File: config.mk
export PLATFORM = sky130hd
export DESIGN_NAME = http_byte_range_parser_top
export DESIGN_NICKNAME = d
export VERILOG_FILES = /design/src/design/brp_pkg.sv /design/src/design/brp_scan.sv /design/src/design/brp_eval.sv /design/src/design/http_byte_range_parser_top.sv
export SDC_FILE = /design/constraint.sdc
export NUM_CORES = 2
export LEC_CHECK = 0
export BUFFER_PORTS_ARGS = -buffer_cell sky130_fd_sc_hd__buf_2
export CORE_ASPECT_RATIO = 0.8
export CORE_MARGIN = 2
export CORE_UTILIZATION = 30
export DETAILED_ROUTE_END_ITERATION = 10
export PLACE_DENSITY = 0.41
export SYNTH_ARGS = -nofsm -noshare
export SYNTH_HDL_FRONTEND = slang
export SYNTH_SLANG_ARGS = --single-unit
File: constraint.sdc
create_clock -name i_clk -period 9.9 [get_ports i_clk]
set_input_delay 0.495 -clock i_clk [delete_from_list [all_inputs] [get_ports i_clk]]
set_output_delay 0.495 -clock i_clk [all_outputs]
set_load 0.02 [all_outputs]
File: src/design/brp_pkg.sv
`timescale 1ns / 1ps
// Shared types and constants for the HTTP byte-range parser.
// No dependencies; every other file of the block refers to it by scoped names.

package brp_pkg;

    // Result status codes.
    typedef enum logic [1:0] {
        ST_ABSENT = 2'd0,
        ST_SAT    = 2'd1,
        ST_UNSAT  = 2'd2
    } t_status;

    // One input beat: a header byte, its last flag and the object size.
    typedef struct packed {
        logic [7:0]  header_byte;
        logic        last_byte;
        logic [63:0] object_size;
    } t_in_beat;

    // One result beat.
    typedef struct packed {
        t_status     status;
        logic [63:0] range_offset;
        logic [63:0] range_length;
    } t_out_beat;

    // Summary of a whole header, handed from the scanner to the evaluator.
    typedef struct packed {
        logic        hdr_ok;       // prefix matched, dash seen, no comma
        logic        start_empty;
        logic        start_ok;
        logic [63:0] start_value;
        logic        end_empty;
        logic        end_ok;
        logic [63:0] end_value;
    } t_scan;

    localparam logic [2:0] PREFIX_LEN = 3'd6;
    localparam logic [4:0] DIGIT_SAT  = 5'd20;
    localparam logic [4:0] MAX_DIGITS = 5'd19;

    localparam logic [7:0] CHAR_COMMA = 8'h2C;
    localparam logic [7:0] CHAR_DASH  = 8'h2D;
    localparam logic [7:0] CHAR_ZERO  = 8'h30;
    localparam logic [7:0] CHAR_NINE  = 8'h39;

    // Expected byte of the unit prefix "bytes=" at a given position.
    function automatic logic [7:0] prefix_char(input logic [2:0] pos);
        logic [7:0] c;
        case (pos)
            3'd0:    c = 8'h62; // b
            3'd1:    c = 8'h79; // y
            3'd2:    c = 8'h74; // t
            3'd3:    c = 8'h65; // e
            3'd4:    c = 8'h73; // s
            3'd5:    c = 8'h3D; // =
            default: c = 8'h00;
        endcase
        return c;
    endfunction

endpackage

File: src/design/brp_scan.sv
`timescale 1ns / 1ps
// Per-byte header scanner: prefix match, dash split and decimal accumulation.
// Depends on brp_pkg.

module brp_scan (
    input  logic            i_clk,
    input  logic            i_rst_n,
    input  logic            i_en,
    input  logic [7:0]      i_byte,
    input  logic            i_last,
    output brp_pkg::t_scan  o_snap
);

    logic [2:0]  r_pos,       n_pos;
    logic        r_failed,    n_failed;
    logic        r_comma,     n_comma;
    logic        r_dash,      n_dash;
    logic [63:0] r_start,     n_start;
    logic [4:0]  r_start_dig, n_start_dig;
    logic        r_start_bad, n_start_bad;
    logic [63:0] r_end,       n_end;
    logic [4:0]  r_end_dig,   n_end_dig;
    logic        r_end_bad,   n_end_bad;

    logic        w_is_digit;
    logic [63:0] w_digit;

    assign w_is_digit = (i_byte >= brp_pkg::CHAR_ZERO) && (i_byte <= brp_pkg::CHAR_NINE);
    assign w_digit    = {60'd0, i_byte[3:0]};

    always_comb begin
        n_pos       = r_pos;
        n_failed    = r_failed;
        n_comma     = r_comma;
        n_dash      = r_dash;
        n_start     = r_start;
        n_start_dig = r_start_dig;
        n_start_bad = r_start_bad;
        n_end       = r_end;
        n_end_dig   = r_end_dig;
        n_end_bad   = r_end_bad;
        if (r_failed) begin
            // Everything after a prefix mismatch is ignored.
        end else if (r_pos < brp_pkg::PREFIX_LEN) begin
            if (i_byte == brp_pkg::prefix_char(r_pos)) begin
                n_pos = r_pos + 3'd1;
            end else begin
                n_failed = 1'b1;
            end
        end else begin
            if (i_byte == brp_pkg::CHAR_COMMA) begin
                n_comma = 1'b1;
            end
            if (!r_dash && (i_byte == brp_pkg::CHAR_DASH)) begin
                n_dash = 1'b1;
            end else if (r_dash) begin
                if (r_end_dig != brp_pkg::DIGIT_SAT) begin
                    n_end_dig = r_end_dig + 5'd1;
                end
                if (w_is_digit) begin
                    n_end = (r_end << 3) + (r_end << 1) + w_digit;
                end else begin
                    n_end_bad = 1'b1;
                end
            end else begin
                if (r_start_dig != brp_pkg::DIGIT_SAT) begin
                    n_start_dig = r_start_dig + 5'd1;
                end
                if (w_is_digit) begin
                    n_start = (r_start << 3) + (r_start << 1) + w_digit;
                end else begin
                    n_start_bad = 1'b1;
                end
            end
        end
    end

    // The summary reflects the header including the byte being taken now.
    always_comb begin
        o_snap.hdr_ok      = !n_failed && (n_pos == brp_pkg::PREFIX_LEN) && !n_comma && n_dash;
        o_snap.start_empty = (n_start_dig == 5'd0);
        o_snap.start_ok    = (n_start_dig != 5'd0) && (n_start_dig <= brp_pkg::MAX_DIGITS)
                             && !n_start_bad;
        o_snap.start_value = n_start;
        o_snap.end_empty   = (n_end_dig == 5'd0);
        o_snap.end_ok      = (n_end_dig != 5'd0) && (n_end_dig <= brp_pkg::MAX_DIGITS)
                             && !n_end_bad;
        o_snap.end_value   = n_end;
    end

    // State clears after the last byte so the next header starts fresh.
    always_ff @(posedge i_clk) begin
        if (!i_rst_n || (i_en && i_last)) begin
            r_pos       <= '0;
            r_failed    <= 1'b0;
            r_comma     <= 1'b0;
            r_dash      <= 1'b0;
            r_start     <= '0;
            r_start_dig <= '0;
            r_start_bad <= 1'b0;
            r_end       <= '0;
            r_end_dig   <= '0;
            r_end_bad   <= 1'b0;
        end else if (i_en) begin
            r_pos       <= n_pos;
            r_failed    <= n_failed;
            r_comma     <= n_comma;
            r_dash      <= n_dash;
            r_start     <= n_start;
            r_start_dig <= n_start_dig;
            r_start_bad <= n_start_bad;
            r_end       <= n_end;
            r_end_dig   <= n_end_dig;
            r_end_bad   <= n_end_bad;
        end
    end

endmodule

File: src/design/brp_eval.sv
`timescale 1ns / 1ps
// Two-stage range evaluator: status and bounds, then offset and length.
// Depends on brp_pkg; the second stage is the block's output register.

module brp_eval (
    input  logic               i_clk,
    input  logic               i_ld1,
    input  logic               i_ld2,
    input  brp_pkg::t_scan     i_snap,
    input  logic [63:0]        i_size,
    output brp_pkg::t_out_beat o_data
);

    brp_pkg::t_status r_st, n_st;
    logic             r_sfx, n_sfx;
    logic [63:0]      r_a, n_a;
    logic [63:0]      r_b, n_b;
    brp_pkg::t_out_beat r_out, n_out;

    logic [63:0] w_size_m1;
    logic        w_end_lt_last;
    logic [63:0] w_diff;

    assign w_size_m1     = i_size - 64'd1;
    assign w_end_lt_last = ({1'b0, i_snap.end_value} + 65'd1) < {1'b0, i_size};

    // Stage one: decide everything except the final end-below-start check.
    // For a suffix range a is the size and b the clamped count; for an
    // explicit range a is the clamped last byte and b the start.
    always_comb begin
        n_st  = brp_pkg::ST_ABSENT;
        n_sfx = i_snap.start_empty;
        n_a   = i_size;
        n_b   = '0;
        if (i_snap.hdr_ok && !(i_snap.start_empty && i_snap.end_empty)) begin
            if (i_snap.start_empty) begin
                if (i_snap.end_ok) begin
                    if (i_snap.end_value == 64'd0) begin
                        n_st = brp_pkg::ST_UNSAT;
                    end else begin
                        n_b  = (i_snap.end_value < i_size) ? i_snap.end_value : i_size;
                        n_st = (i_size == 64'd0) ? brp_pkg::ST_UNSAT : brp_pkg::ST_SAT;
                    end
                end
            end else if (i_snap.start_ok) begin
                if (i_snap.start_value >= i_size) begin
                    n_st = brp_pkg::ST_UNSAT;
                end else if (!i_snap.end_empty && !i_snap.end_ok) begin
                    n_st = brp_pkg::ST_ABSENT;
                end else begin
                    n_st = brp_pkg::ST_SAT;
                    n_b  = i_snap.start_value;
                    n_a  = (!i_snap.end_empty && w_end_lt_last) ? i_snap.end_value
                                                                 : w_size_m1;
                end
            end
        end
    end

    assign w_diff = r_a - r_b;

    always_comb begin
        n_out.status       = r_st;
        n_out.range_offset = '0;
        n_out.range_length = '0;
        if (r_st == brp_pkg::ST_SAT) begin
            if (r_sfx) begin
                n_out.range_offset = w_diff;
                n_out.range_length = r_b;
            end else if (r_a < r_b) begin
                n_out.status = brp_pkg::ST_UNSAT;
            end else begin
                n_out.range_offset = r_b;
                n_out.range_length = w_diff + 64'd1;
            end
        end
    end

    always_ff @(posedge i_clk) begin
        if (i_ld1) begin
            r_st  <= n_st;
            r_sfx <= n_sfx;
            r_a   <= n_a;
            r_b   <= n_b;
        end
        if (i_ld2) begin
            r_out <= n_out;
        end
    end

    assign o_data = r_out;

endmodule

File: src/design/http_byte_range_parser_top.sv
`timescale 1ns / 1ps
// Top level of the HTTP single byte-range parser.
// Depends on brp_pkg, brp_scan and brp_eval.
//
//  Channel  Direction  Handshake          Payload
//  input    in         i_valid / o_ready  i_data  (brp_pkg::t_in_beat)
//  output   out        o_valid / i_ready  o_data  (brp_pkg::t_out_beat)
//
// The block takes one header byte per cycle unless a last byte is held waiting.
// Each beat is first captured in an input register, from which the scanner consumes it.
// A beat flagged last produces one result, which passes the input register, the
// evaluation register and the output register before it appears on o_valid.
// Reset is synchronous and active low; it clears the parser state and all
// valid flags. When the output stalls, non-last bytes keep streaming into the
// scanner; only a last byte waits for room in the evaluation stages.

module http_byte_range_parser_top (
    input  logic               i_clk,
    input  logic               i_rst_n,
    input  logic               i_valid,
    output logic               o_ready,
    input  brp_pkg::t_in_beat  i_data,
    output logic               o_valid,
    input  logic               i_ready,
    output brp_pkg::t_out_beat o_data
);

    // Input register.
    brp_pkg::t_in_beat r_in;
    logic              r_in_v;
    logic              r_e1_v;
    logic              r_out_v;

    logic           w_out_free;
    logic           w_ld1;
    logic           w_ld2;
    logic           w_e1_free;
    logic           w_take;
    logic           w_in_acc;
    brp_pkg::t_scan w_snap;

    // Stall chain from the output back toward the input. A result moves into
    // the output register when that is empty or being drained; the evaluation
    // register is free when empty or moving on.
    assign w_out_free = !r_out_v || i_ready;
    assign w_ld2      = r_e1_v && w_out_free;
    assign w_e1_free  = !r_e1_v || w_ld2;

    // The scanner consumes the held byte unless it is a last byte that has
    // nowhere to put its summary yet.
    assign w_take   = r_in_v && (!r_in.last_byte || w_e1_free);
    assign w_ld1    = r_in_v && r_in.last_byte && w_e1_free;
    assign o_ready  = !r_in_v || w_take;
    assign w_in_acc = i_valid && o_ready;

    always_ff @(posedge i_clk) begin
        if (!i_rst_n) begin
            r_in_v  <= 1'b0;
            r_e1_v  <= 1'b0;
            r_out_v <= 1'b0;
        end else begin
            r_in_v  <= w_in_acc || (r_in_v && !w_take);
            r_e1_v  <= w_ld1 || (r_e1_v && !w_ld2);
            r_out_v <= w_ld2 || (r_out_v && !i_ready);
        end
    end

    always_ff @(posedge i_clk) begin
        if (w_in_acc) begin
            r_in <= i_data;
        end
    end

    brp_scan u_scan (
        .i_clk   (i_clk),
        .i_rst_n (i_rst_n),
        .i_en    (w_take),
        .i_byte  (r_in.header_byte),
        .i_last  (r_in.last_byte),
        .o_snap  (w_snap)
    );

    // The object size is sampled together with the last byte's summary.
    brp_eval u_eval (
        .i_clk  (i_clk),
        .i_ld1  (w_ld1),
        .i_ld2  (w_ld2),
        .i_snap (w_snap),
        .i_size (r_in.object_size),
        .o_data (o_data)
    );

    assign o_valid = r_out_v;

    // Offset and length carry meaning only for a satisfiable range.
    a_zero_unless_sat: assert property (@(posedge i_clk) disable iff (!i_rst_n)
        (o_valid && (o_data.status != brp_pkg::ST_SAT)) |->
        ((o_data.range_offset == 64'd0) && (o_data.range_length == 64'd0)))
        else $error("non-satisfiable result carries a range");

    // A satisfiable range is never empty.
    a_sat_nonempty: assert property (@(posedge i_clk) disable iff (!i_rst_n)
        (o_valid && (o_data.status == brp_pkg::ST_SAT)) |-> (o_data.range_length != 64'd0))
        else $error("satisfiable result with zero length");

    // A new result only arrives from a filled evaluation register.
    a_out_from_e1: assert property (@(posedge i_clk) disable iff (!i_rst_n)
        $rose(r_out_v) |-> $past(r_e1_v))
        else $error("result appeared without an evaluated header");

    // Only a last byte loads the evaluation stage.
    a_ld1_last: assert property (@(posedge i_clk) disable iff (!i_rst_n)
        w_ld1 |-> (w_take && r_in.last_byte))
        else $error("evaluation loaded without a consumed last byte");

endmodule
# Word-level counts from Yosys, hierarchy flattened
# Index checks and enable logic that the tools add are counted.
[word_totals] rom_bits=0 mem_bits_rw=0 output_inout_bits=132 word_cells=178 input_bits=77 mem_count=0 latch_bits=0 register_bits=483
[op_classes] order_cmp=9 shifts=0 div_mod_pow=0 multipliers=0 n_reduce_logical=53 bitwise=0 n_eq_ne=12 addsub=11 muxes=70
[ops] cell="64-bit 2-to-1 mux" count=23
[ops] cell="128-bit 2-to-1 mux" count=2
[ops] cell="130-bit 2-to-1 mux" count=1
[ops] cell="64-bit by 4-bit adder with 64-bit output" count=2
[ops] cell="64-bit adder" count=2
[ops] cell="64-bit logical NOT" count=2
[ops] cell="64-bit less-than comparator" count=2
[ops] cell="64-bit by 1-bit adder with 65-bit output (second input constant)" count=1
[ops] cell="65-bit by 64-bit less-than comparator with 1-bit output" count=1
[ops] cell="64-bit by 1-bit adder with 64-bit output (second input constant)" count=1
[ops] cell="64-bit greater-or-equal comparator" count=1
[ops] cell="64-bit by 1-bit subtractor with 64-bit output (second input constant)" count=1
[ops] cell="64-bit subtractor" count=1
[ops] cell="5-bit 2-to-1 mux" count=10
[ops] cell="7-bit case mux with 6 select lines" count=1
[ops] cell="1-bit logical AND" count=22
[ops] cell="1-bit 2-to-1 mux" count=20
[ops] cell="8-bit by 6-bit == test with 1-bit output (second input constant)" count=2
[ops] cell="1-bit logical NOT" count=16
[ops] cell="2-bit 2-to-1 mux" count=8
[ops] cell="8-bit 2-to-1 mux" count=2
[ops] cell="5-bit by 1-bit adder with 5-bit output (second input constant)" count=2
[ops] cell="5-bit less-or-equal comparator (second input constant)" count=2
[ops] cell="5-bit logical NOT" count=2
[ops] cell="other kinds (14)" count=28

# Depth between registers and ports, before layout
[depth] depth_word=16 mapped_depth=34 mapped_depth_nobuf=30

# By module
# A second synthesis with hierarchy kept.
[hier_totals] cells_unflattened=5294 area_unflattened_um2=43334.1
[modules_own_cells] module="brp_eval" area_each_um2=25060.3 cells_per_inst=3045 n_inst=1 seq_area_each_um2=7837.5
[modules_own_cells] module="brp_scan" area_each_um2=15936.5 cells_per_inst=2159 n_inst=1 seq_area_each_um2=2922.8
[modules_own_cells] module="http_byte_range_parser_top" area_each_um2=2337.2 cells_per_inst=90 n_inst=1 seq_area_each_um2=2252.2

# Worst setup path before layout
# Ideal clock, no wire load.
[synth_timing] path_type="reg-to-reg" from="reg r_in[68] (netlist name)" to="reg u_eval.r_a[25] (data pin)" setup_time_ps=262 period_less_slack_ps=7515 n_path_buf=4 slack_ps=2385 path_stages_with_launch=32 required_ps=9638 arrival_ps=7253 cell_sequence="edfxtp_1 -> inv_1 -> fa_1 -> inv_1 -> fa_1 -> a211oi_2 -> o21ai_2 -> nor4b_4 -> o31a_2 -> o31ai_1 -> xnor2_1 -> o211a_1 -> nand4b_4 -> nor4_1 -> clkbuf_1 -> clkbuf_1 -> nand2_1 -> xnor2_1 -> ha_1 -> a21o_1 -> a21o_1 -> a21oi_1 -> o21ai_0 -> a31oi_1 -> o21ai_0 -> a21o_1 -> a31oi_1 -> clkbuf_1 -> nand2_1 -> a31oi_1 -> buf_2 -> mux2_1"
[synth_via] elab_chain_len=16 elab_cells_between_ends=81 cone_classes="3 x add/sub; 6 x order compare; 4 x eq/ne; 44 x mux; 24 x reduce/logical"
[synth_rtl] element="start, declared" line="http_byte_range_parser_top.sv:29" rtl="brp_pkg::t_in_beat r_in;"
[synth_rtl] element="start signal, assigned" line="http_byte_range_parser_top.sv:70" rtl="r_in <= i_data;"
[synth_rtl] element="parallel branches: the longest is 15 deep, another holds 64-bit by 1-bit adder with 65-bit output"
[synth_rtl] element="64-bit 2-to-1 mux *" line="brp_eval.sv:35" rtl="if (i_snap.hdr_ok && !(i_snap.start_empty && i_snap.end_empty)) begin"
[synth_rtl] element="net u_eval.n_a[25]" line="brp_eval.sv:16" rtl="logic [63:0] r_a, n_a;"
[synth_rtl] element="end signal, assigned" line="brp_eval.sv:83" rtl="r_a <= n_a;"
[synth_rtl] element="end, declared" line="brp_eval.sv:16"
# Mark *: on every way through the listed nets, which the timed path passes.
# A chain may end at the register's enable or synchronous reset.

==> flow_summary_export.csv <==
group,metric,value,unit
run_status,status,"finished clean",
placement,dp.final_hpwl,149800,µm
layout,fill_cells,15860,
yosys,synth_area,45630,µm²
die,rows,127,
layout,finalNetCount,6271,
layout,final_cell_mix,"nor2_1, ha_1, nand2_1",
cts,cts_sinks,483,
die,die_h,352.8,µm
grt,grt_first_pass_wirelength,277700,µm
die,start_util,0.3032,
layout,area_growth,12.49,%
yosys,synth_edf_count,334,
power,powerDensity,118.8,nW/µm²
cts,cts_root_buf,"clkbuf_16",
cts,clk_pin_slew,0.07,ns
grt,grt_pass1_vias,41330,
setup_path,critPathMaxStageDelay,0.99,ns
sta,fmax,0.1078,GHz
setup_path,critPathSlowestCell,"a211oi_1",
cts,cts_tree,"done",
yosys,synth_area_per_cell,8.192,µm²
routing,drt_iter0_drc,3743,
die,core_region_area,150500,µm²
setup_path,crit_family,"compound AO/OA/AOI/OAI gates",
power,power_frac_seq,0.390,
yosys,ys_warn_count,0,
cts,cts_setup_buffers,0,
sta,fin_skew,0.04805,ns
sta,rsz0062_at_grt,"false",
placement,gp_congestion,0.9241,
job,cap_violations,0,
setup_path,crit_type,"reg2reg",
sta,slew_headroom,0.09346,
power,intPower,4077,µW
yosys,async_flop_share,0,
yosys,syn_inst,5570,
sta,fin_crit,9.280,ns
routing,drt-pass1-iter-count,5,
routing,vias,43560,
power,p_sw,2020,µW
placement,io_buffers,208,
routing,drc,0,
yosys,synthFlopType,"edfxtp_1",
setup_path,cp.required,10.35,ns
sta,period_share,0.9374,
yosys,ys_types,126,
layout,ff_latch_area,13010,µm²
sta,finalHoldViolations,0,
yosys,ys_ff_latch,483,
die,die_w,440.0,µm
sta,drv_slew,0,
power,p_clk_frac,0.393,
power,irDropWorstVdd,137.3,µV
yosys,synth_nets,6162,
setup_path,crit_arrival,9.74,ns
routing,routed_wl,188400,µm
setup_path,worst_setup_path_start_kind,"flip-flop",
cts,max-clock-path-buffers,3,
setup_path,cp_common_cell,"a21o_1",
hold_path,hp-class,"in2reg",
die,dieArea,155300,µm²
power,p_total,6097,µW
cts,h-tree-depth,2,
grt,grt_remaining_overflow,0,
power,swShare,0.3313,
die,ios,209,
grt,grt_max_degree,94,
grt,grt_use_total,0.2356,
routing,via_per_inst,5.633,
setup_path,endpoint_kind,"flip-flop",
routing,wl_per_cell,24.37,µm
cts,numCtsBuffers,60,
setup_path,worst-path-buf-inv,2,
power,leakage,0.02137,µW
sta,tns,0,ns
cts,clk_latency,0.72,ns
layout,multi_input_area,30360,µm²
routing,ant_nets,0,
layout,final_common_cell,"nor2_1",
yosys,seq_area_frac_synth,0.2852,
layout,drive_gt1_frac,0.09318,
sta,worst_slew_pin_slew,1.346,ns
setup_path,crit_fanout,36,
sta,setup_viol,0,
grt,antenna_found_initial,4,
power,p_comb_frac,0.217,
final cells by class:
| cell class | count | area share |
|---|---|---|
| clock inverters | 44 | 0.009068 |
| multi-input cells | 4501 | 0.5915 |
| repair buffers | 350 | 0.04509 |
| clock buffers | 70 | 0.03120 |
| inverters | 283 | 0.02072 |
| well taps | 1999 | 0.04873 |
| diodes | 3 | 0.0001463 |
| flip-flops and latches | 483 | 0.2535 |
cells in the mapped netlist, types with 52 or more instances:
library cell  number  area, µm²
nor2_1           575       2158
ha_1             510       6381
nand2_1          494       1854
a21oi_1          446       2232
edfxtp_1         334      10030
o21ai_0          313       1567
inv_1            279       1047
clkbuf_1         217      814.5
nand3_1          207       1036
nor3_1           206       1031
xnor2_1          184       1612
dfxtp_1          149       2983
nand4_1          140      875.8
a21o_1           124      930.9
a211oi_1         110      825.8
xor2_1            77      674.4
mux2i_1           67      670.6
o21a_1            66      495.5
o22ai_1           65      406.6
a31oi_1           61      381.6
and3_1            56      350.3
nor4_1            55      344.1
o211ai_1          52      390.4
flip-flops by register name, summed over array words and instances (netlist names), 5 cells and up:
name and count:
r_in 73, u_eval.o_data 130, u_eval.r_a 64, u_eval.r_b 64
u_scan.r_end 64, u_scan.r_end_dig 5, u_scan.r_start 64, u_scan.r_start_dig 5
cell families after synthesis:
| kind of cell | Yosys count | synth area share |
|---|---|---|
| xor gates and xnor gates | 261 | 0.05010 |
| buffers and inverters | 586 | 0.05270 |
| and+or+nand+nor | 2028 | 0.2172 |
| adders and majority gates | 515 | 0.1420 |
| muxes | 81 | 0.01823 |
| DFF | 483 | 0.2852 |
| AOI/OAI and AO/OA | 1616 | 0.2346 |
stage by stage:
stage                       util  instance area [µm²]  setup slack, ns  hold WS (ns)  cells
after detailed placement  0.3227                48570           0.6412        0.4614   7548
after floorplan                -                45630            2.385        0.4374   5570
after global placement    0.3227                48570           0.7805        0.4547   7548
after CTS                 0.3410                51310           0.6049       0.01040   7730
after global routing      0.3411                51320           0.2827       0.02854   7730
final                     0.3411                51330           0.6199       0.06031   7733
metal layers:
| metal | up-vias | global-route usage | share of wire |
|---|---|---|---|
| met4 | 0 | 0.05356 | 0.022 |
| li1 | 21050 | - | - |
| met1 | 21050 | 0.3440 | 0.48 |
| met5 | - | 0 | 0 |
| met2 | 1279 | 0.3646 | 0.43 |
| met3 | 182 | 0.03213 | 0.061 |
path summary, 6_finish.rpt:
| path | slack, ns | from | cells after the start | endpoint |
|---|---|---|---|---|
| worst max-delay path | 0.62 | r_in[68]$_DFFE_PP_ | 26 | u_eval.r_a[23]$_DFFE_PP_ |
| worst min-delay path | 0.06 | i_data[34] | 1 | r_in[34]$_DFFE_PP_ |
| worst max register to register | 0.62 | r_in[68]$_DFFE_PP_ | 26 | u_eval.r_a[23]$_DFFE_PP_ |
| worst min register to register | 0.48 | u_scan.r_end_bad$_SDFFE_PP0P_ | 2 | u_scan.r_end_bad$_SDFFE_PP0P_ |
power groups by stage:
stage,clock (µW),sequential (µW),combinational [µW]
after floorplan,0,2350,913
after global placement,0,2420,1290
after detailed placement,0,2420,1290
after CTS,2480,2380,1320
after global routing,2550,2380,1480
final,2390,2380,1330
repair_timing:
item                                    CTS  global route
hold endpoints to repair                 68             0
resized for setup                         0             2
endpoints found under the setup margin    0             6
hold buffers                             68             0
(Power assumes the default switching activity.)
